<file path="config.mk">
export PLATFORM = sky130hd
export DESIGN_NAME = encoder_travel_balance_drive
export DESIGN_NICKNAME = d
export VERILOG_FILES = /design/src/rtl/core/etbd_pkg.sv /design/src/rtl/core/encoder_travel_balance_drive.sv /design/src/rtl/core/etbd_csr.sv /design/src/rtl/core/etbd_in_stage.sv /design/src/rtl/core/etbd_core.sv /design/src/rtl/core/etbd_out_stage.sv
export SDC_FILE = /design/constraint.sdc
export NUM_CORES = 1
export LEC_CHECK = 0
export BUFFER_PORTS_ARGS = -buffer_cell sky130_fd_sc_hd__buf_4
export CORE_MARGIN = 3
export CORE_UTILIZATION = 40
export DETAILED_ROUTE_END_ITERATION = 7
export PLACE_DENSITY = 0.6
export SLEW_MARGIN = 20
export SYNTH_ARGS = -nofsm -noshare
export SYNTH_HDL_FRONTEND = slang
export SYNTH_SLANG_ARGS = --single-unit
</file>
<file path="constraint.sdc">
create_clock -name clock -period 13.96 [get_ports clock]
set_input_delay 2.792 -clock clock [delete_from_list [all_inputs] [get_ports clock]]
set_output_delay 2.792 -clock clock [all_outputs]
set_load 0.005 [all_outputs]
</file>
<file path="src/rtl/core/etbd_pkg.sv">
// Shared constants, codes and types of the travel balance drive.
package etbd_pkg;

   // Field and counter widths.
   localparam int COUNT_BITS  = 24;
   localparam int DIST_BITS   = 23;
   localparam int SPEED_BITS  = 7;
   localparam int BOOST_BITS  = 6;
   localparam int DRIVE_BITS  = 8;
   localparam int TRAVEL_BITS = 24;
   localparam int CMD_BITS    = 2;
   localparam int ADDR_BITS   = 4;
   localparam int DATA_BITS   = 32;

   // Derived widths for the count arithmetic.
   localparam int CMP_BITS  = (COUNT_BITS - 1 > DIST_BITS) ? COUNT_BITS - 1 : DIST_BITS;
   localparam int ERR_BITS  = COUNT_BITS + 1;
   localparam int WIDE_BITS = (COUNT_BITS > TRAVEL_BITS) ? COUNT_BITS : TRAVEL_BITS;

   // Division by three of a small error: floor(m / 3) = (m * 171) >> 9 for m < 384.
   // Errors of 384 or more always push the corrected speed past any limit.
   localparam int DIV_SPAN      = 384;
   localparam int DIV_IN_BITS   = 9;
   localparam int DIV_MULT      = 171;
   localparam int DIV_MULT_BITS = 8;
   localparam int DIV_SHIFT     = 9;
   localparam int DIV_PROD_BITS = DIV_IN_BITS + DIV_MULT_BITS;

   // Saturation bounds.
   localparam logic signed [COUNT_BITS-1:0] COUNT_MAX = {1'b0, {(COUNT_BITS - 1){1'b1}}};
   localparam logic signed [COUNT_BITS-1:0] COUNT_MIN = -COUNT_MAX;
   localparam logic signed [WIDE_BITS-1:0]  TRAVEL_MAX =
      WIDE_BITS'({1'b0, {(TRAVEL_BITS - 1){1'b1}}});
   localparam logic signed [WIDE_BITS-1:0]  TRAVEL_MIN = -TRAVEL_MAX;
   localparam logic [SPEED_BITS-1:0]        SPEED_MAX = {SPEED_BITS{1'b1}};

   // Reset values of the registers and the kept speeds.
   localparam logic [DIST_BITS-1:0]  DIST_RESET  = DIST_BITS'(1000);
   localparam logic [SPEED_BITS-1:0] BASE_RESET  = SPEED_BITS'(64);
   localparam logic [SPEED_BITS-1:0] LIMIT_RESET = SPEED_BITS'(90);
   localparam logic [BOOST_BITS-1:0] BOOST_RESET = BOOST_BITS'(32);
   localparam logic [SPEED_BITS-1:0] SPEED_RESET = SPEED_BITS'(64);

   // Command codes of the input item; the fourth code is a no-operation.
   typedef enum logic [CMD_BITS-1:0] {
      CMD_EDGE  = 2'd0,
      CMD_START = 2'd1,
      CMD_TICK  = 2'd2
   } cmd_type;

   // Register indexes, taken from the word address.
   typedef enum logic [1:0] {
      REG_MOVE_DISTANCE = 2'd0,
      REG_BASE_SPEED    = 2'd1,
      REG_SPEED_LIMIT   = 2'd2,
      REG_SPEED_BOOST   = 2'd3
   } reg_type;

   typedef struct packed {
      logic [DIST_BITS-1:0]  move_distance;
      logic [SPEED_BITS-1:0] base_speed;
      logic [SPEED_BITS-1:0] speed_limit;
      logic [BOOST_BITS-1:0] speed_boost;
   } cfg_type;

   typedef struct packed {
      logic [CMD_BITS-1:0] command;
      logic                wheel_select;
      logic                phase_b_level;
   } item_type;

   typedef struct packed {
      logic signed [DRIVE_BITS-1:0]  wheel0_drive;
      logic signed [DRIVE_BITS-1:0]  wheel1_drive;
      logic                          moving;
      logic signed [TRAVEL_BITS-1:0] travel0;
      logic signed [TRAVEL_BITS-1:0] travel1;
   } rsp_type;

endpackage

</file>
<file path="src/rtl/core/encoder_travel_balance_drive.sv">
// Top level of the two-wheel travel balance drive with x1 encoder counting.
//
//   Channel   Direction  Handshake              Contents
//   req_      in         req_valid/req_ready    command, wheel select, B level
//   rsp_      out        rsp_valid/rsp_ready    drives, moving flag, two travels
//   APB       in/out     psel/penable, pready   four configuration registers
//
// One item per clock cycle is sustained while results are taken; each item
// is held in the input register and then moves to the result register,
// from which its result is offered. The core's single update pass sets that rate.
// Synchronous reset clears counts and moving flag, and reloads speeds and registers.
// A stalled result holds the core; the input register then fills and
// req_ready falls until the result is taken.
module encoder_travel_balance_drive (
   input  logic                                     clock,
   input  logic                                     reset,
   input  logic                                     req_valid,
   output logic                                     req_ready,
   input  logic [etbd_pkg::CMD_BITS-1:0]            req_command,
   input  logic                                     req_wheel_select,
   input  logic                                     req_phase_b_level,
   output logic                                     rsp_valid,
   input  logic                                     rsp_ready,
   output logic signed [etbd_pkg::DRIVE_BITS-1:0]   rsp_wheel0_drive,
   output logic signed [etbd_pkg::DRIVE_BITS-1:0]   rsp_wheel1_drive,
   output logic                                     rsp_moving,
   output logic signed [etbd_pkg::TRAVEL_BITS-1:0]  rsp_travel0,
   output logic signed [etbd_pkg::TRAVEL_BITS-1:0]  rsp_travel1,
   input  logic                                     psel,
   input  logic                                     penable,
   input  logic                                     pwrite,
   input  logic [etbd_pkg::ADDR_BITS-1:0]           paddr,
   input  logic [etbd_pkg::DATA_BITS-1:0]           pwdata,
   output logic [etbd_pkg::DATA_BITS-1:0]           prdata,
   output logic                                     pready
);

   etbd_pkg::cfg_type  cfg;
   etbd_pkg::item_type item;
   etbd_pkg::rsp_type  result;
   logic               step;
   logic               out_free;

   // Configuration registers.
   etbd_csr u_csr (
      .clock   (clock),
      .reset   (reset),
      .psel    (psel),
      .penable (penable),
      .pwrite  (pwrite),
      .paddr   (paddr),
      .pwdata  (pwdata),
      .prdata  (prdata),
      .pready  (pready),
      .cfg     (cfg)
   );

   // Input register.
   etbd_in_stage u_in_stage (
      .clock             (clock),
      .reset             (reset),
      .req_valid         (req_valid),
      .req_ready         (req_ready),
      .req_command       (req_command),
      .req_wheel_select  (req_wheel_select),
      .req_phase_b_level (req_phase_b_level),
      .out_free          (out_free),
      .step              (step),
      .item              (item)
   );

   // State update and result formation.
   etbd_core u_core (
      .clock  (clock),
      .reset  (reset),
      .step   (step),
      .item   (item),
      .cfg    (cfg),
      .result (result)
   );

   // Result register.
   etbd_out_stage u_out_stage (
      .clock            (clock),
      .reset            (reset),
      .step             (step),
      .result           (result),
      .out_free         (out_free),
      .rsp_valid        (rsp_valid),
      .rsp_ready        (rsp_ready),
      .rsp_wheel0_drive (rsp_wheel0_drive),
      .rsp_wheel1_drive (rsp_wheel1_drive),
      .rsp_moving       (rsp_moving),
      .rsp_travel0      (rsp_travel0),
      .rsp_travel1      (rsp_travel1)
   );

endmodule

</file>
<file path="src/rtl/core/etbd_csr.sv">
// Configuration registers behind the APB-style port.
module etbd_csr (
   input  logic                             clock,
   input  logic                             reset,
   input  logic                             psel,
   input  logic                             penable,
   input  logic                             pwrite,
   input  logic [etbd_pkg::ADDR_BITS-1:0]   paddr,
   input  logic [etbd_pkg::DATA_BITS-1:0]   pwdata,
   output logic [etbd_pkg::DATA_BITS-1:0]   prdata,
   output logic                             pready,
   output etbd_pkg::cfg_type                cfg
);

   etbd_pkg::cfg_type cfg_ff, cfg_in;
   etbd_pkg::reg_type reg_index;
   logic              write_en;

   assign reg_index = etbd_pkg::reg_type'(paddr[3:2]);
   assign write_en  = psel && penable && pwrite;
   assign pready    = 1'b1;
   assign cfg       = cfg_ff;

   // A write lands in the addressed register at the access cycle.
   always_comb begin
      cfg_in = cfg_ff;
      if (write_en) begin
         case (reg_index)
            etbd_pkg::REG_MOVE_DISTANCE: cfg_in.move_distance = pwdata[etbd_pkg::DIST_BITS-1:0];
            etbd_pkg::REG_BASE_SPEED:    cfg_in.base_speed    = pwdata[etbd_pkg::SPEED_BITS-1:0];
            etbd_pkg::REG_SPEED_LIMIT:   cfg_in.speed_limit   = pwdata[etbd_pkg::SPEED_BITS-1:0];
            etbd_pkg::REG_SPEED_BOOST:   cfg_in.speed_boost   = pwdata[etbd_pkg::BOOST_BITS-1:0];
            default: ;
         endcase
      end
   end

   // Read data is the addressed register, zero-extended.
   always_comb begin
      case (reg_index)
         etbd_pkg::REG_MOVE_DISTANCE: prdata = etbd_pkg::DATA_BITS'(cfg_ff.move_distance);
         etbd_pkg::REG_BASE_SPEED:    prdata = etbd_pkg::DATA_BITS'(cfg_ff.base_speed);
         etbd_pkg::REG_SPEED_LIMIT:   prdata = etbd_pkg::DATA_BITS'(cfg_ff.speed_limit);
         etbd_pkg::REG_SPEED_BOOST:   prdata = etbd_pkg::DATA_BITS'(cfg_ff.speed_boost);
         default:                     prdata = '0;
      endcase
   end

   always_ff @(posedge clock) begin
      if (reset) begin
         cfg_ff.move_distance <= etbd_pkg::DIST_RESET;
         cfg_ff.base_speed    <= etbd_pkg::BASE_RESET;
         cfg_ff.speed_limit   <= etbd_pkg::LIMIT_RESET;
         cfg_ff.speed_boost   <= etbd_pkg::BOOST_RESET;
      end else begin
         cfg_ff <= cfg_in;
      end
   end

endmodule

</file>
<file path="src/rtl/core/etbd_in_stage.sv">
// Input register: holds one accepted item until the core takes it.
module etbd_in_stage (
   input  logic                          clock,
   input  logic                          reset,
   input  logic                          req_valid,
   output logic                          req_ready,
   input  logic [etbd_pkg::CMD_BITS-1:0] req_command,
   input  logic                          req_wheel_select,
   input  logic                          req_phase_b_level,
   input  logic                          out_free,
   output logic                          step,
   output etbd_pkg::item_type            item
);

   logic               valid_ff, valid_in;
   etbd_pkg::item_type item_ff;
   logic               load;

   // The register frees up whenever the result register can take this item.
   assign req_ready = !valid_ff || out_free;
   assign step      = valid_ff && out_free;
   assign load      = req_valid && req_ready;
   assign item      = item_ff;

   always_comb begin
      valid_in = valid_ff;
      if (load) begin
         valid_in = 1'b1;
      end else if (step) begin
         valid_in = 1'b0;
      end
   end

   always_ff @(posedge clock) begin
      if (reset) begin
         valid_ff <= 1'b0;
      end else begin
         valid_ff <= valid_in;
      end
   end

   // Payload needs no reset; it is only looked at while valid.
   always_ff @(posedge clock) begin
      if (load) begin
         item_ff.command       <= req_command;
         item_ff.wheel_select  <= req_wheel_select;
         item_ff.phase_b_level <= req_phase_b_level;
      end
   end

endmodule

</file>
<file path="src/rtl/core/etbd_core.sv">
// Wheel counters, move control and speed correction, one item per step.
module etbd_core (
   input  logic               clock,
   input  logic               reset,
   input  logic               step,
   input  etbd_pkg::item_type item,
   input  etbd_pkg::cfg_type  cfg,
   output etbd_pkg::rsp_type  result
);

   localparam int CB = etbd_pkg::COUNT_BITS;
   localparam int SB = etbd_pkg::SPEED_BITS;
   localparam int EB = etbd_pkg::ERR_BITS;

   logic signed [CB-1:0] count0_ff, count0_in;
   logic signed [CB-1:0] count1_ff, count1_in;
   logic                 active_ff, active_in;
   logic                 forward_ff, forward_in;
   logic [SB-1:0]        speed0_ff, speed0_in;
   logic [SB-1:0]        speed1_ff, speed1_in;

   logic signed [CB-1:0] target;
   logic signed [CB-1:0] stepped;
   logic signed [CB-1:0] step_abs;
   logic                 count_up;
   logic                 reach;
   logic signed [EB-1:0] err;
   logic signed [EB-1:0] err_abs;
   logic [EB-1:0]        err_mag;
   logic                 err_small;
   logic [etbd_pkg::DIV_IN_BITS-1:0]   div_in;
   logic [etbd_pkg::DIV_PROD_BITS-1:0] div_prod;
   logic [SB-1:0]        div_q;
   logic [SB:0]          corr_sum;
   logic [SB-1:0]        corr;
   logic                 fix_wheel0;
   logic [SB-1:0]        boost_corr;
   logic [SB-1:0]        boost_base;

   // Speed plus boost, saturating at the largest speed.
   function automatic logic [SB-1:0] add_boost(input logic [SB-1:0] speed,
                                               input logic [etbd_pkg::BOOST_BITS-1:0] boost);
      logic [SB:0] sum;
      sum = {1'b0, speed} + (SB + 1)'(boost);
      return sum[SB] ? etbd_pkg::SPEED_MAX : sum[SB-1:0];
   endfunction

   // Signed drive from a kept speed.
   function automatic logic signed [etbd_pkg::DRIVE_BITS-1:0] to_drive(input logic [SB-1:0] speed,
                                                                     input logic negate);
      logic signed [etbd_pkg::DRIVE_BITS-1:0] mag;
      mag = etbd_pkg::DRIVE_BITS'(speed);
      return negate ? -mag : mag;
   endfunction

   // Count reported as travel, saturated to the travel field.
   function automatic logic signed [etbd_pkg::TRAVEL_BITS-1:0] to_travel(
         input logic signed [CB-1:0] count);
      logic signed [etbd_pkg::WIDE_BITS-1:0] wide;
      wide = etbd_pkg::WIDE_BITS'(count);
      if (wide > etbd_pkg::TRAVEL_MAX) begin
         wide = etbd_pkg::TRAVEL_MAX;
      end else if (wide < etbd_pkg::TRAVEL_MIN) begin
         wide = etbd_pkg::TRAVEL_MIN;
      end
      return wide[etbd_pkg::TRAVEL_BITS-1:0];
   endfunction

   // Saturating step of the edged wheel; wheel 1 counts mirrored.
   always_comb begin
      target   = item.wheel_select ? count1_ff : count0_ff;
      count_up = item.wheel_select ? !item.phase_b_level : item.phase_b_level;
      if (count_up) begin
         stepped = (target < etbd_pkg::COUNT_MAX) ? target + CB'(1) : etbd_pkg::COUNT_MAX;
      end else begin
         stepped = (target > etbd_pkg::COUNT_MIN) ? target - CB'(1) : etbd_pkg::COUNT_MIN;
      end
      step_abs = stepped[CB-1] ? -stepped : stepped;
      reach    = etbd_pkg::CMP_BITS'(step_abs[CB-2:0]) >=
                 etbd_pkg::CMP_BITS'(cfg.move_distance);
   end

   // Correction: base speed plus a third of the count difference, clamped.
   always_comb begin
      err       = EB'(count1_ff) - EB'(count0_ff);
      err_abs   = err[EB-1] ? -err : err;
      err_mag   = $unsigned(err_abs);
      err_small = err_mag < EB'(etbd_pkg::DIV_SPAN);
      div_in    = err_mag[etbd_pkg::DIV_IN_BITS-1:0];
      div_prod  = etbd_pkg::DIV_PROD_BITS'(div_in) *
                  etbd_pkg::DIV_PROD_BITS'(etbd_pkg::DIV_MULT);
      div_q     = div_prod[etbd_pkg::DIV_SHIFT+SB-1:etbd_pkg::DIV_SHIFT];
      corr_sum  = {1'b0, cfg.base_speed} + {1'b0, div_q};
      if (!err_small || (corr_sum > {1'b0, cfg.speed_limit})) begin
         corr = cfg.speed_limit;
      end else begin
         corr = corr_sum[SB-1:0];
      end
      fix_wheel0 = ((err > EB'(0)) == forward_ff);
      boost_corr = add_boost(corr, cfg.speed_boost);
      boost_base = add_boost(cfg.base_speed, cfg.speed_boost);
   end

   // Next state for the item in hand.
   always_comb begin
      count0_in  = count0_ff;
      count1_in  = count1_ff;
      active_in  = active_ff;
      forward_in = forward_ff;
      speed0_in  = speed0_ff;
      speed1_in  = speed1_ff;
      case (etbd_pkg::cmd_type'(item.command))
         etbd_pkg::CMD_EDGE: begin
            if (item.wheel_select) begin
               count1_in = stepped;
            end else begin
               count0_in = stepped;
            end
            if (reach) begin
               forward_in = active_ff ? !forward_ff : forward_ff;
               active_in  = 1'b0;
            end
         end
         etbd_pkg::CMD_START: begin
            count0_in = '0;
            count1_in = '0;
            active_in = 1'b1;
         end
         etbd_pkg::CMD_TICK: begin
            if (active_ff) begin
               speed0_in = fix_wheel0 ? boost_corr : boost_base;
               speed1_in = fix_wheel0 ? boost_base : boost_corr;
            end
         end
         default: ;
      endcase
   end

   // Result fields report the state left by this item.
   always_comb begin
      result.wheel0_drive = active_in ? to_drive(speed0_in, !forward_in) : '0;
      result.wheel1_drive = active_in ? to_drive(speed1_in, forward_in) : '0;
      result.moving       = active_in;
      result.travel0      = to_travel(count0_in);
      result.travel1      = to_travel(count1_in);
   end

   always_ff @(posedge clock) begin
      if (reset) begin
         count0_ff  <= '0;
         count1_ff  <= '0;
         active_ff  <= 1'b0;
         forward_ff <= 1'b1;
         speed0_ff  <= etbd_pkg::SPEED_RESET;
         speed1_ff  <= etbd_pkg::SPEED_RESET;
      end else if (step) begin
         count0_ff  <= count0_in;
         count1_ff  <= count1_in;
         active_ff  <= active_in;
         forward_ff <= forward_in;
         speed0_ff  <= speed0_in;
         speed1_ff  <= speed1_in;
      end
   end

endmodule

</file>
<file path="src/rtl/core/etbd_out_stage.sv">
// Result register: holds one result until the consumer takes it.
module etbd_out_stage (
   input  logic                                       clock,
   input  logic                                       reset,
   input  logic                                       step,
   input  etbd_pkg::rsp_type                          result,
   output logic                                       out_free,
   output logic                                       rsp_valid,
   input  logic                                       rsp_ready,
   output logic signed [etbd_pkg::DRIVE_BITS-1:0]     rsp_wheel0_drive,
   output logic signed [etbd_pkg::DRIVE_BITS-1:0]     rsp_wheel1_drive,
   output logic                                       rsp_moving,
   output logic signed [etbd_pkg::TRAVEL_BITS-1:0]    rsp_travel0,
   output logic signed [etbd_pkg::TRAVEL_BITS-1:0]    rsp_travel1
);

   logic              valid_ff, valid_in;
   etbd_pkg::rsp_type rsp_ff;

   // Free when empty or when the held result leaves in this cycle.
   assign out_free = !valid_ff || rsp_ready;
   assign valid_in = step || (valid_ff && !rsp_ready);

   assign rsp_valid        = valid_ff;
   assign rsp_wheel0_drive = rsp_ff.wheel0_drive;
   assign rsp_wheel1_drive = rsp_ff.wheel1_drive;
   assign rsp_moving       = rsp_ff.moving;
   assign rsp_travel0      = rsp_ff.travel0;
   assign rsp_travel1      = rsp_ff.travel1;

   always_ff @(posedge clock) begin
      if (reset) begin
         valid_ff <= 1'b0;
      end else begin
         valid_ff <= valid_in;
      end
   end

   always_ff @(posedge clock) begin
      if (step) begin
         rsp_ff <= result;
      end
   end

endmodule

</file>
* Word level (Yosys, flattened, before mapping)
Cells that the tools add are included.
Widths: inputs -> output; s select.
** Storage, ports and cells
- Register bits after elaboration :: 178
- Input bits :: 47
- Output and inout bits :: 100
- Word-level logic and storage cells :: 110
** Operators by class
- Add/subtract/negate cells :: 10
- $mul :: 1
- $lt $le $gt $ge :: 10
- Equal/unequal tests :: 6
- Multiplexer cells :: 32
- Bitwise operators :: 1
- Reduce and logical (&&, ||, !) cells :: 26
** Operators with widths (number)
- $mux 24 :: 8
- $pmux 32 s4 :: 1
- $pmux 24 s2 :: 2
- $mux 7 :: 11
- $gt 24x24->1 const B :: 3
- $lt 24x24->1 const B :: 3
- $gt 25x1->1 const B :: 1
- $lt 25x9->1 const B :: 1
- $mux 25 :: 1
- $neg 25->25 :: 1
- $sub 24x24->25 :: 1
- $add 24x2->24 const B :: 1
- $sub 24x2->24 const B :: 1
- $ge 23x23->1 :: 1
- $mux 23 :: 1
- $neg 23->23 :: 1
- $add 7x6->8 :: 2
- $mul 9x8->16 const B :: 1
- $neg 7->8 :: 2
- $reduce_and 2->1 :: 5
- $add 7x7->8 :: 1
- $gt 8x7->1 :: 1
- $mux 1 :: 7
- $eq 2x2->1 const B :: 3
- 10 further kinds :: 26

* Depth between registers and ports, before layout
Gate-level depths: netlist of run 1.
- Word-level depth :: 15
- Gate-level depth with buffers :: 63
- Gate-level depth less buffers :: 59

* Hierarchy
A second synthesis of run 1 with hierarchy kept.
** Second synthesis, totals
- Cell total of the unflattened synthesis :: 1939
- Area total of the unflattened synthesis :: 16011.6 um^2
** Modules (own cells, without submodules)
- etbd_core :: times used 1, cells an instance 1631, area an instance 11671.2 um^2
- etbd_csr :: times used 1, cells an instance 229, area an instance 2159.6 um^2
- etbd_out_stage :: times used 1, cells an instance 69, area an instance 1998.2 um^2
- etbd_in_stage :: times used 1, cells an instance 10, area an instance 182.7 um^2

* Least setup slack after synthesis of run 1
Ideal clock, no wire load.
- Path kind :: reg-to-reg
- Start point :: reg u_core.count0_ff[15]
- End point :: reg u_out_stage.rsp_ff, in the netlist u_out_stage.rsp_wheel0_drive[4], data pin
- Setup time :: 0.266 ns
- Data arrival time :: 10.728 ns
- Setup slack :: 2.966 ns
- Cell stages (with the launch flop) :: 62
- Buffers on the path :: 3
- Period minus slack after synthesis :: 10.994 ns
- Path through :: dfxtp_1 inv_1 ha_1 and4_1 a211oi_1 or4_1 a211oi_2 nor2_1 clkbuf_1 o31ai_1 xor2_1 ha_1 ha_1 inv_1 fa_1 inv_1 ha_1 and4_1 (+26 left out) nand2_1 o21ai_0 ha_1 a21o_1 a21oi_1 o21bai_1 a21oi_1 nor2b_1 nor2_1 nand4b_1 buf_2 nand4_1 nand2_1 ha_1 inv_1 o31ai_1 xnor2_1 nor2_1
** On the way
- Longest elaborated chain between the ends :: 14
** RTL lines
- start: declaration :: RTL line etbd_core.sv:15 : logic signed [CB-1:0] count0_ff, count0_in;
- start signal: assignment :: RTL line etbd_core.sv:157 : count0_ff <= count0_in;
- $sub 24x24->25 :: RTL line etbd_core.sv:85 : err = EB'(count1_ff) - EB'(count0_ff);
- $mux 25 or $neg 25->25 (tied branches) :: RTL line etbd_core.sv:86 : err_abs = err[EB-1] ? -err : err;
- $mul 9x8->16 or $mux 25 (tied branches) :: RTL line etbd_core.sv:90, etbd_core.sv:86
- $add 7x7->8 or $lt 25x9->1 (tied branches) :: RTL line etbd_core.sv:93, etbd_core.sv:88
- $gt 8x7->1 or $logic_not 1->1 (tied branches) :: RTL line etbd_core.sv:94 : if (!err_small || (corr_sum > {1'b0, cfg.speed_limit})) begin
- $logic_or 1x1->1 :: RTL line etbd_core.sv:94
- $mux 7 :: RTL line etbd_core.sv:94
- $add 7x6->8 :: RTL line etbd_core.sv:44 : sum = {1'b0, speed} + (SB + 1)'(boost);
- $mux 7 :: RTL line etbd_core.sv:45 : return sum[SB] ? etbd_pkg::SPEED_MAX : sum[SB-1:0];
- $mux 7 :: RTL line etbd_core.sv:131 : speed0_in = fix_wheel0 ? boost_corr : boost_base;
- $mux 7 :: RTL line etbd_core.sv:130 : if (active_ff) begin
- $mux 7 :: RTL line etbd_core.sv:112 : case (etbd_pkg::cmd_type'(item.command))
- $neg 7->8 :: RTL line etbd_core.sv:53 : return negate ? -mag : mag;
- $mux 7 :: RTL line etbd_core.sv:53
- end signal: assignment :: RTL line etbd_out_stage.sv:41 : rsp_ff <= result;
- end: declaration :: RTL line etbd_out_stage.sv:18 : etbd_pkg::rsp_type rsp_ff;
Parallel ways exist; a longest one is shown, timed or not.
A chain may end at the register's enable or synchronous reset.

* Worst setup path in the final report of run 1
- Start point :: reg u_core.count0_ff[14]
- End point :: reg u_out_stage.rsp_ff, in the netlist u_out_stage.rsp_wheel1_drive[4], data pin
** On the way
- Longest elaborated chain between the ends :: 14
** RTL lines
- $sub 24x24->25 :: RTL line etbd_core.sv:85
- $mux 25 or $neg 25->25 (tied branches) :: RTL line etbd_core.sv:86
- $mul 9x8->16 or $mux 25 (tied branches) :: RTL line etbd_core.sv:90, etbd_core.sv:86
- $add 7x7->8 or $lt 25x9->1 (tied branches) :: RTL line etbd_core.sv:93, etbd_core.sv:88
- $gt 8x7->1 or $logic_not 1->1 (tied branches) :: RTL line etbd_core.sv:94
- $logic_or 1x1->1 :: RTL line etbd_core.sv:94
- $mux 7 :: RTL line etbd_core.sv:94
- $add 7x6->8 :: RTL line etbd_core.sv:44
- $mux 7 :: RTL line etbd_core.sv:45
- $mux 7 :: RTL line etbd_core.sv:132 : speed1_in = fix_wheel0 ? boost_base : boost_corr;
- $mux 7 :: RTL line etbd_core.sv:130
- $mux 7 :: RTL line etbd_core.sv:112
- $neg 7->8 :: RTL line etbd_core.sv:53
- $mux 7 :: RTL line etbd_core.sv:53
Parallel ways exist; a longest one is shown, timed or not.

==> impl_results.md, run 1 <==
- Final Net Count: 2,147
- Slew @ Worst Pin: between 1 and 1.5 ns
- Yosys cell types: slightly above 100
- Kind of critical path: reg2reg
- Compound-Gate Fraction of Synth Area: between 20% and 30%
- Synth Instances: roughly 1.9k
- Wire per inst: 18.2 um
- Min-delay worst type: reg2reg
- P_int: around 0.0017 W
- Clock Tree Buf Depth: 2
- Most common cell on crit path: ha_1
- Synthesized area per cell: slightly above 8 sq um
- Yosys warning total: 0
- First drt pass iteration count: 7
- Netlist Area Pre-Place: about 15,000 sq um
- Die Ht: 202 um
- Endpoint class of the critical path: flip-flop
- Gpl congestion: about 0.94
- Area leader, netlist: dfxtp_1
- Area delta synth->final: 12.7%
- Asr flop ratio synth: 0%
- CP Launch Type: flip-flop
- Fraction of layout instances using a drive strength above 1: between 10% and 20%
- Switching power: between 0.001 and 0.0015 W
- Power per cell area: 184 nW/um^2
- Setup WS pre-CTS: 0.713 ns
- Crit share post-route: between 90 and 100%
- Clk network pwr share: between 10% and 20%
- Max_cap viols: 0
- Synth area leaders: dfxtp_1 14%, edfxtp_1 13%, ha_1 10%
- Adder-cell share of the synthesized area: 12.4%
- CTS Buf Count: 17
- Vias: approximately 14k
- Total Wirelength: roughly 45,000 um
- Sequential share of power: 18.4%
- Initial antenna violation count: 0
- Fin crit period: about 13 ns
- Main synth FF type: dfxtp_1
- Outcome: completed
- Top-count cell post-synth: nor2_1
- Initial Util: 40.7%
- Final setup vio count: 0
- Total die area: 40,900 sq um
- HPWL Detailed: approximately 35,000 um
- Number of synthesized flops with an enable pin: roughly 70
- Combinational Power Share: between 60% and 70%
- Finished Layout Cells: around 2.5k
- FP Rows: between 70 and 80
- Top cells by count, synth: 225 x nor2_1, 151 x nand2_1, 132 x inv_1
- Crit path DAT: around 13 ns
- Fmax: just under 80 MHz
- DP Cell Count: roughly 2.4k
- Global-route usage over all layers: between 20% and 30%
- Critical Path Max Stage Delay: around 0.55 ns
- Port bufs: 125
- Fillers: roughly 3.8k
- Iteration-0 DRC Markers: about 1.2k
- Crit-path slowest cell: ha_1
- Clock transition at path regs: roughly 0.07 ns
- DRC: 0
- Multi-input gate area: between 10,000 and 15,000 sq um
- Crit Path Max Fanout: 15
- Unrepaired setup endpoints after global routing: no
- Seq/Total Area, Yosys: 27.6%
- Combinational family with the most area after synthesis: compound AO/OA/AOI/OAI gates
- Seq. cell area: between 4000 and 5000 sq um
- Setup TNS: 0 ns
- Post-DRT Antenna Nets: 0
- Core ar.: ~38,000 sq um
- GRT overflow: 0
- Vias in the first global route: roughly 13k
- Largest net degree at the start of global routing: 98
- Post-synthesis simple-gate area fraction: about a fifth
- Sw frac: between 40% and 50%
- Diodes inserted: 0
- First-pass GRT wire length: 72,000 um
- Die W: approximately 200 um
- Worst skew pair latency: between 0.4 and 0.5 ns
- Yosys top cell area share: about 14%
- CTS tree: done
- Worst setup margin: between 1 and 1.5 ns
- Htree depth: 4
- Xor/xnor cell area share of the yosys netlist: under 10%
- I/O pin cnt: 147
- Final hold violation count: 0
- Root buffer cell: clkbuf_16
- Final-report max-slew violation count: 0
- Number of vias per cell: 5.67
- Clock skew: approximately 0.014 ns
- Worst slew margin: a little over 30%
- Static Leakage: around 7.2 nW
- Final core occ: 45.9%
- Post-synthesis register bit count: ~180
- CTS sink count: 178
- Post-synthesis mux area share: under 10%
- VDD IR max: roughly 0.18 mV
- Req. time, crit path: ~14 ns
through the flow:
| stage | total power, W | hold slack [ns] | instance area, sq um |
|---|---|---|---|
| after floorplan | 0.00224 | 0.436 | 15400 |
| after global placement | 0.00269 | 0.442 | 16800 |
| after detailed placement | 0.00273 | 0.449 | 16800 |
| after CTS | 0.00322 | 0.459 | 17300 |
| after global routing | 0.00355 | 0.474 | 17400 |
| final | 0.00319 | 0.457 | 17400 |
power by group through the flow:
stage	clock, W	sequential [W]	combinational [W]
finish	0.000465	0.000588	0.00214
global placement	0	0.000598	0.00209
CTS	0.000473	0.000587	0.00216
floorplan	0	0.000591	0.00165
global route	0.000494	0.000591	0.00246
detailed placement	0	0.000599	0.00213
worst paths after layout:
check | slack, ns | cells past startpoint | end | startpoint
worst min register to register | 0.46 | 2 | u_csr.cfg[41]$_SDFFE_PP0P_ | u_csr.cfg[41]$_SDFFE_PP0P_
worst min-delay path | 0.46 | 2 | u_csr.cfg[41]$_SDFFE_PP0P_ | u_csr.cfg[41]$_SDFFE_PP0P_
worst max register to register | 1.08 | 56 | u_out_stage.rsp_wheel1_drive[4]$_SDFFCE_PP0P_ | u_core.count0_ff[14]$_SDFFE_PP0P_
worst max-delay path | 1.08 | 56 | u_out_stage.rsp_wheel1_drive[4]$_SDFFCE_PP0P_ | u_core.count0_ff[14]$_SDFFE_PP0P_
logic make-up (layout without fill, tap and decap cells):
kind of cell / count (synthesis) / in the layout
compound gates: 493 / 493
xor+xnor: 117 / 117
fa+ha+maj: 142 / 142
buf+inv: 237 / 320
flops: 178 / 178
mux: 56 / 56
other cells: 2 / 10
simple gates: 655 / 655
layer usage:
layer	up-vias	part of all wire [%]	global-route usage, %
met4	0	2.1	5.44
met2	484	43	33.4
li1	6913	-	-
met5	-	0	0
met3	42	7.3	3.11
met1	6625	48	32.0
state kept, by name, summed over array words and instances (netlist names):
register	cells
u_out_stage.rsp_wheel0_drive	8
u_core.speed0_ff	7
u_core.count0_ff	24
u_out_stage.rsp_valid	1
u_out_stage.rsp_travel0	24
u_core.speed1_ff	7
u_core.active_ff	1
u_out_stage.rsp_moving	1
u_out_stage.rsp_travel1	24
u_out_stage.rsp_wheel1_drive	8
u_csr.cfg	43
u_core.count1_ff	24
u_in_stage.item	4
u_core.forward_ff	1
u_in_stage.valid_ff	1
critical path: cells and delay by family, from the launching register on:
kind,cells,cell delay [ns]
xor gates and xnor gates,4,0.80
muxes,1,0.40
DFF,1,0.44
and+or+nand+nor,15,3.34
adders and majority gates,9,3.02
buffers and inverters,5,0.30
AOI/OAI and AO/OA,22,4.31
layout make-up:
cell class	instances	share of cell area [%]
multi-input combinational	1473	59.0
sequential	178	24.5
timing repair buffer	153	6.62
tap	511	3.68
inverter	135	2.93
clock buffer	20	2.57
clock inverter	12	0.642
cells in the final DEF (no fill, tap or decap), drive strengths merged, types with 51 or more instances in the layout:
cell / count
inv: 136
edfxtp: 69
dfxtp: 109
nand3: 52
o21ai: 75
nor2: 226
buf: 153
nor3: 61
a21oi: 126
a211oi: 51
nand2: 152
ha: 124
xnor2: 78
repair_timing:
action	4_1_cts	5_1_grt
buffers inserted	0	1
hold buffers	0	0
resized for setup	0	5
setup endpoints to repair	0	14
Note: power is estimated with default switching activity, not from simulation.
==> run 2: changes to the inputs <==
--- a/config.mk
+++ b/config.mk
@@ -6,9 +6,11 @@
 export NUM_CORES = 1
 export LEC_CHECK = 0
 export BUFFER_PORTS_ARGS = -buffer_cell sky130_fd_sc_hd__buf_4
+export CORE_ASPECT_RATIO = 0.5
 export CORE_MARGIN = 3
 export CORE_UTILIZATION = 40
 export DETAILED_ROUTE_END_ITERATION = 7
+export GPL_TIMING_DRIVEN = 0
 export PLACE_DENSITY = 0.6
 export SLEW_MARGIN = 20
 export SYNTH_ARGS = -nofsm -noshare
==> impl_results.md, run 2 (synthesis results as in run 1) <==
- Outcome: completed
- Hold depth: 2 (unchanged)
- GRT overflow: 0 (unchanged)
- Worst Reg-to-Reg Cells: 63 (+13%)
- Core ar.: 37,700 sq um (-0.48%)
- Max reg flops: 43 (unchanged)
- VDD IR max: 0.241 mV (+36%)
- Area delta synth->final: 15.0%
- Combinational Power Share: 65.8% (-1.2 points)
- Total Wirelength: 53,600 um (+19%)
- Crit path DAT: 13.06 ns (-0.03 ns)
- Most frequent cells in the layout: 225 x nor2_1, 149 x nand2_1, 140 x buf_4
- Fin crit period: 12.88 ns (-0.00351 ns)
- Clock transition at path regs: 0.07 ns (about the same)
- Req. time, crit path: 14.14 ns (-0.02 ns)
- Worst slew margin: 23.5% (-6.9 points)
- Fillers: 3,816 (+1.6%)
- Crit-path slowest cell: or4_1
- FP Rows: 50 (-30%)
- Worst skew pair latency: 0.46 ns (about the same)
- Total die area: 41,000 sq um (+0.35%)
- Crit share post-route: 92.3% (about the same)
- Port bufs: 125 (unchanged)
- Clk network pwr share: 16.0% (+1.4 points)
- HPWL Detailed: 43,300 um (+23%)
- Initial Util: 40.9% (+0.20 points)
- Endpoint class of the critical path: flip-flop
- Die Ht: 145 um (-28%)
- Kind of critical path: reg2reg
- I/O pin cnt: 147 (unchanged)
- Static Leakage: 7.31 nW (+1.7%)
- Worst R2R Start: u_core.count0_ff[13]$_SDFFE_PP0P_
- WHS Endpoint: u_csr.cfg[33]$_SDFFE_PP0P_
- Post-Place Cell Area: 17,100 sq um (+1.7%)
- Vias: 14.8k (+5.6%)
- Crit Path Max Fanout: 10 (-5)
- Power per cell area: 183 nW/um^2 (-0.63%)
- DRC: 0 (unchanged)
- Post-DRT Antenna Nets: 0 (unchanged)
- Clock Tree Buf Depth: 2 (unchanged)
- Largest net degree at the start of global routing: 57 (-42%)
- Final Net Count: 2,222 (+3.5%)
- Reg2Reg Setup Slack: 1.08 ns (about the same)
- Htree depth: 4 (unchanged)
- Iteration-0 DRC Markers: 1,684 (+35%)
- Final-report max-slew violation count: 0 (unchanged)
- Multi-input gate area: 10,200 sq um (about the same)
- Gpl congestion: 1.01 (+7.0%)
- First-pass GRT wire length: 81,500 um (+13%)
- Final hold violation count: 0 (unchanged)
- Seq. cell area: 4260 sq um (about the same)
- Max_cap viols: 0 (unchanged)
- Finished Layout Cells: 2,567 (+3.4%)
- Global-route usage over all layers: 25.6% (+3.9 points)
- Worst Min Path Start: u_csr.cfg[33]$_SDFFE_PP0P_
- CTS Buf Count: 17 (unchanged)
- Root buffer cell: clkbuf_16
- Sw frac: 45.8% (about the same)
- Most common cell after layout, fill and taps aside: nor2_1
- Clock skew: 0.0135 ns (-0.000373 ns)
- Most common cell on crit path: ha_1
- Worst reg2reg endpoint: u_out_stage.rsp_wheel0_drive[4]$_SDFFCE_PP0P_
- Number of vias per cell: 5.78 (+2.1%)
- Fraction of layout instances using a drive strength above 1: 12.2% (-0.16 points)
- Critical Path Max Stage Delay: 0.57 ns (+0.02 ns)
- CP Launch Type: flip-flop
- Fmax: 77.6 MHz (about the same)
- Die W: 284 um (+40%)
- Sequential share of power: 18.2% (-0.2 points)
- Final setup vio count: 0 (unchanged)
- Wire per inst: 20.9 um (+15%)
- Vias in the first global route: 13.7k (+4.5%)
- Setup TNS: 0 ns (unchanged)
- Slew @ Worst Pin: 1.14 ns (+0.0914 ns)
- First drt pass iteration count: 7 (unchanged)
- Initial antenna violation count: 0 (unchanged)
- DP Cell Count: 2,534 (+3.5%)
- CTS sink count: 178 (unchanged)
- Switching power: 0.00148 W (+1.5%)
- Hold WS: 0.459 ns (+0.00246 ns)
- Min-delay worst type: reg2reg
- P_int: 0.00175 W (+1.4%)
- Unrepaired setup endpoints after global routing: no
- Final instance area: 17,700 sq um (+2.1%)
- CTS tree: done
-- run 2: how the worst max path moves through the flow --
| stage | slack (ns) | depth (start not counted) | to | from |
|---|---|---|---|---|
| finish | 1.08 | 63 | u_out_stage.rsp_wheel0_drive[4]$_SDFFCE_PP0P_ | u_core.count0_ff[13]$_SDFFE_PP0P_ |
| detailed placement | 0.71 | 61 | u_out_stage.rsp_wheel0_drive[4]$_SDFFCE_PP0P_ | u_core.count0_ff[3]$_SDFFE_PP0P_ |
| floorplan | 2.97 | 61 | u_out_stage.rsp_wheel0_drive[4]$_SDFFCE_PP0P_ | u_core.count0_ff[15]$_SDFFE_PP0P_ |
| CTS | 0.63 | 61 | u_out_stage.rsp_wheel0_drive[4]$_SDFFCE_PP0P_ | u_core.count0_ff[3]$_SDFFE_PP0P_ |
| global route | 0.02 | 63 | u_out_stage.rsp_wheel0_drive[4]$_SDFFCE_PP0P_ | u_core.count0_ff[14]$_SDFFE_PP0P_ |
| global placement | 0.80 | 61 | u_out_stage.rsp_wheel0_drive[4]$_SDFFCE_PP0P_ | u_core.count0_ff[15]$_SDFFE_PP0P_ |
-- run 2: cell type report --
| type | instances | area share (%) |
|---|---|---|
| multi-input cells | 1473 | 57.9 |
| clock inverters | 14 | 1.02 |
| flip-flops and latches | 178 | 24.0 |
| clock buffers | 18 | 2.42 |
| plain buffers | 101 | 2.64 |
| inverters | 135 | 2.86 |
| diodes | 1 | 0.0141 |
| repair buffers | 127 | 5.49 |
| well taps | 520 | 3.67 |
-- run 2: what timing repair did --
action	4_1_cts	5_1_grt
hold buffers	0	0
gates resized for setup	0	15
buffers inserted	0	1
endpoints found under the setup margin	0	14
-- run 2: worst max-delay path: cells and delay by family, from the launching register on --
kind                       cells  cell delay, ns
adders and majority gates      9            2.82
xor gates and xnor gates       4            0.70
buffers and inverters         10            1.34
AOI/OAI and AO/OA             22            3.92
DFF                            1            0.53
and+or+nand+nor               18            3.27
-- run 2: metal layers --
| metal | track usage, % | share of wire [%] | vias up | routed length, um |
|---|---|---|---|---|
| li1 | - | - | 7062 | - |
| met1 | 38.7 | 48 | 7075 | 26000 |
| met2 | 35.7 | 39 | 665 | 20800 |
| met3 | 7.78 | 12 | 46 | 6170 |
| met4 | 4.67 | 1.2 | 0 | 649 |
| met5 | 0 | 0 | - | 0 |
-- run 2: metrics by stage --
step | worst slack [ns] | power (W) | utilization [%]
2_1_floorplan | 2.97 | 0.00224 | -
3_3_place_gp | 0.798 | 0.00270 | 45.2
3_5_place_dp | 0.706 | 0.00272 | 45.3
4_1_cts | 0.629 | 0.00325 | 46.9
5_1_grt | 0.0183 | 0.00358 | 47.0
6_report | 1.08 | 0.00323 | 47.0
-- run 2: power groups by stage --
stage,combinational (W),clock (W),sequential (W)
2_1_floorplan,0.00165,0,0.000591
5_1_grt,0.00245,0.000540,0.000591
3_3_place_gp,0.00210,0,0.000601
4_1_cts,0.00214,0.000519,0.000588
3_5_place_dp,0.00212,0,0.000600
6_report,0.00213,0.000516,0.000590
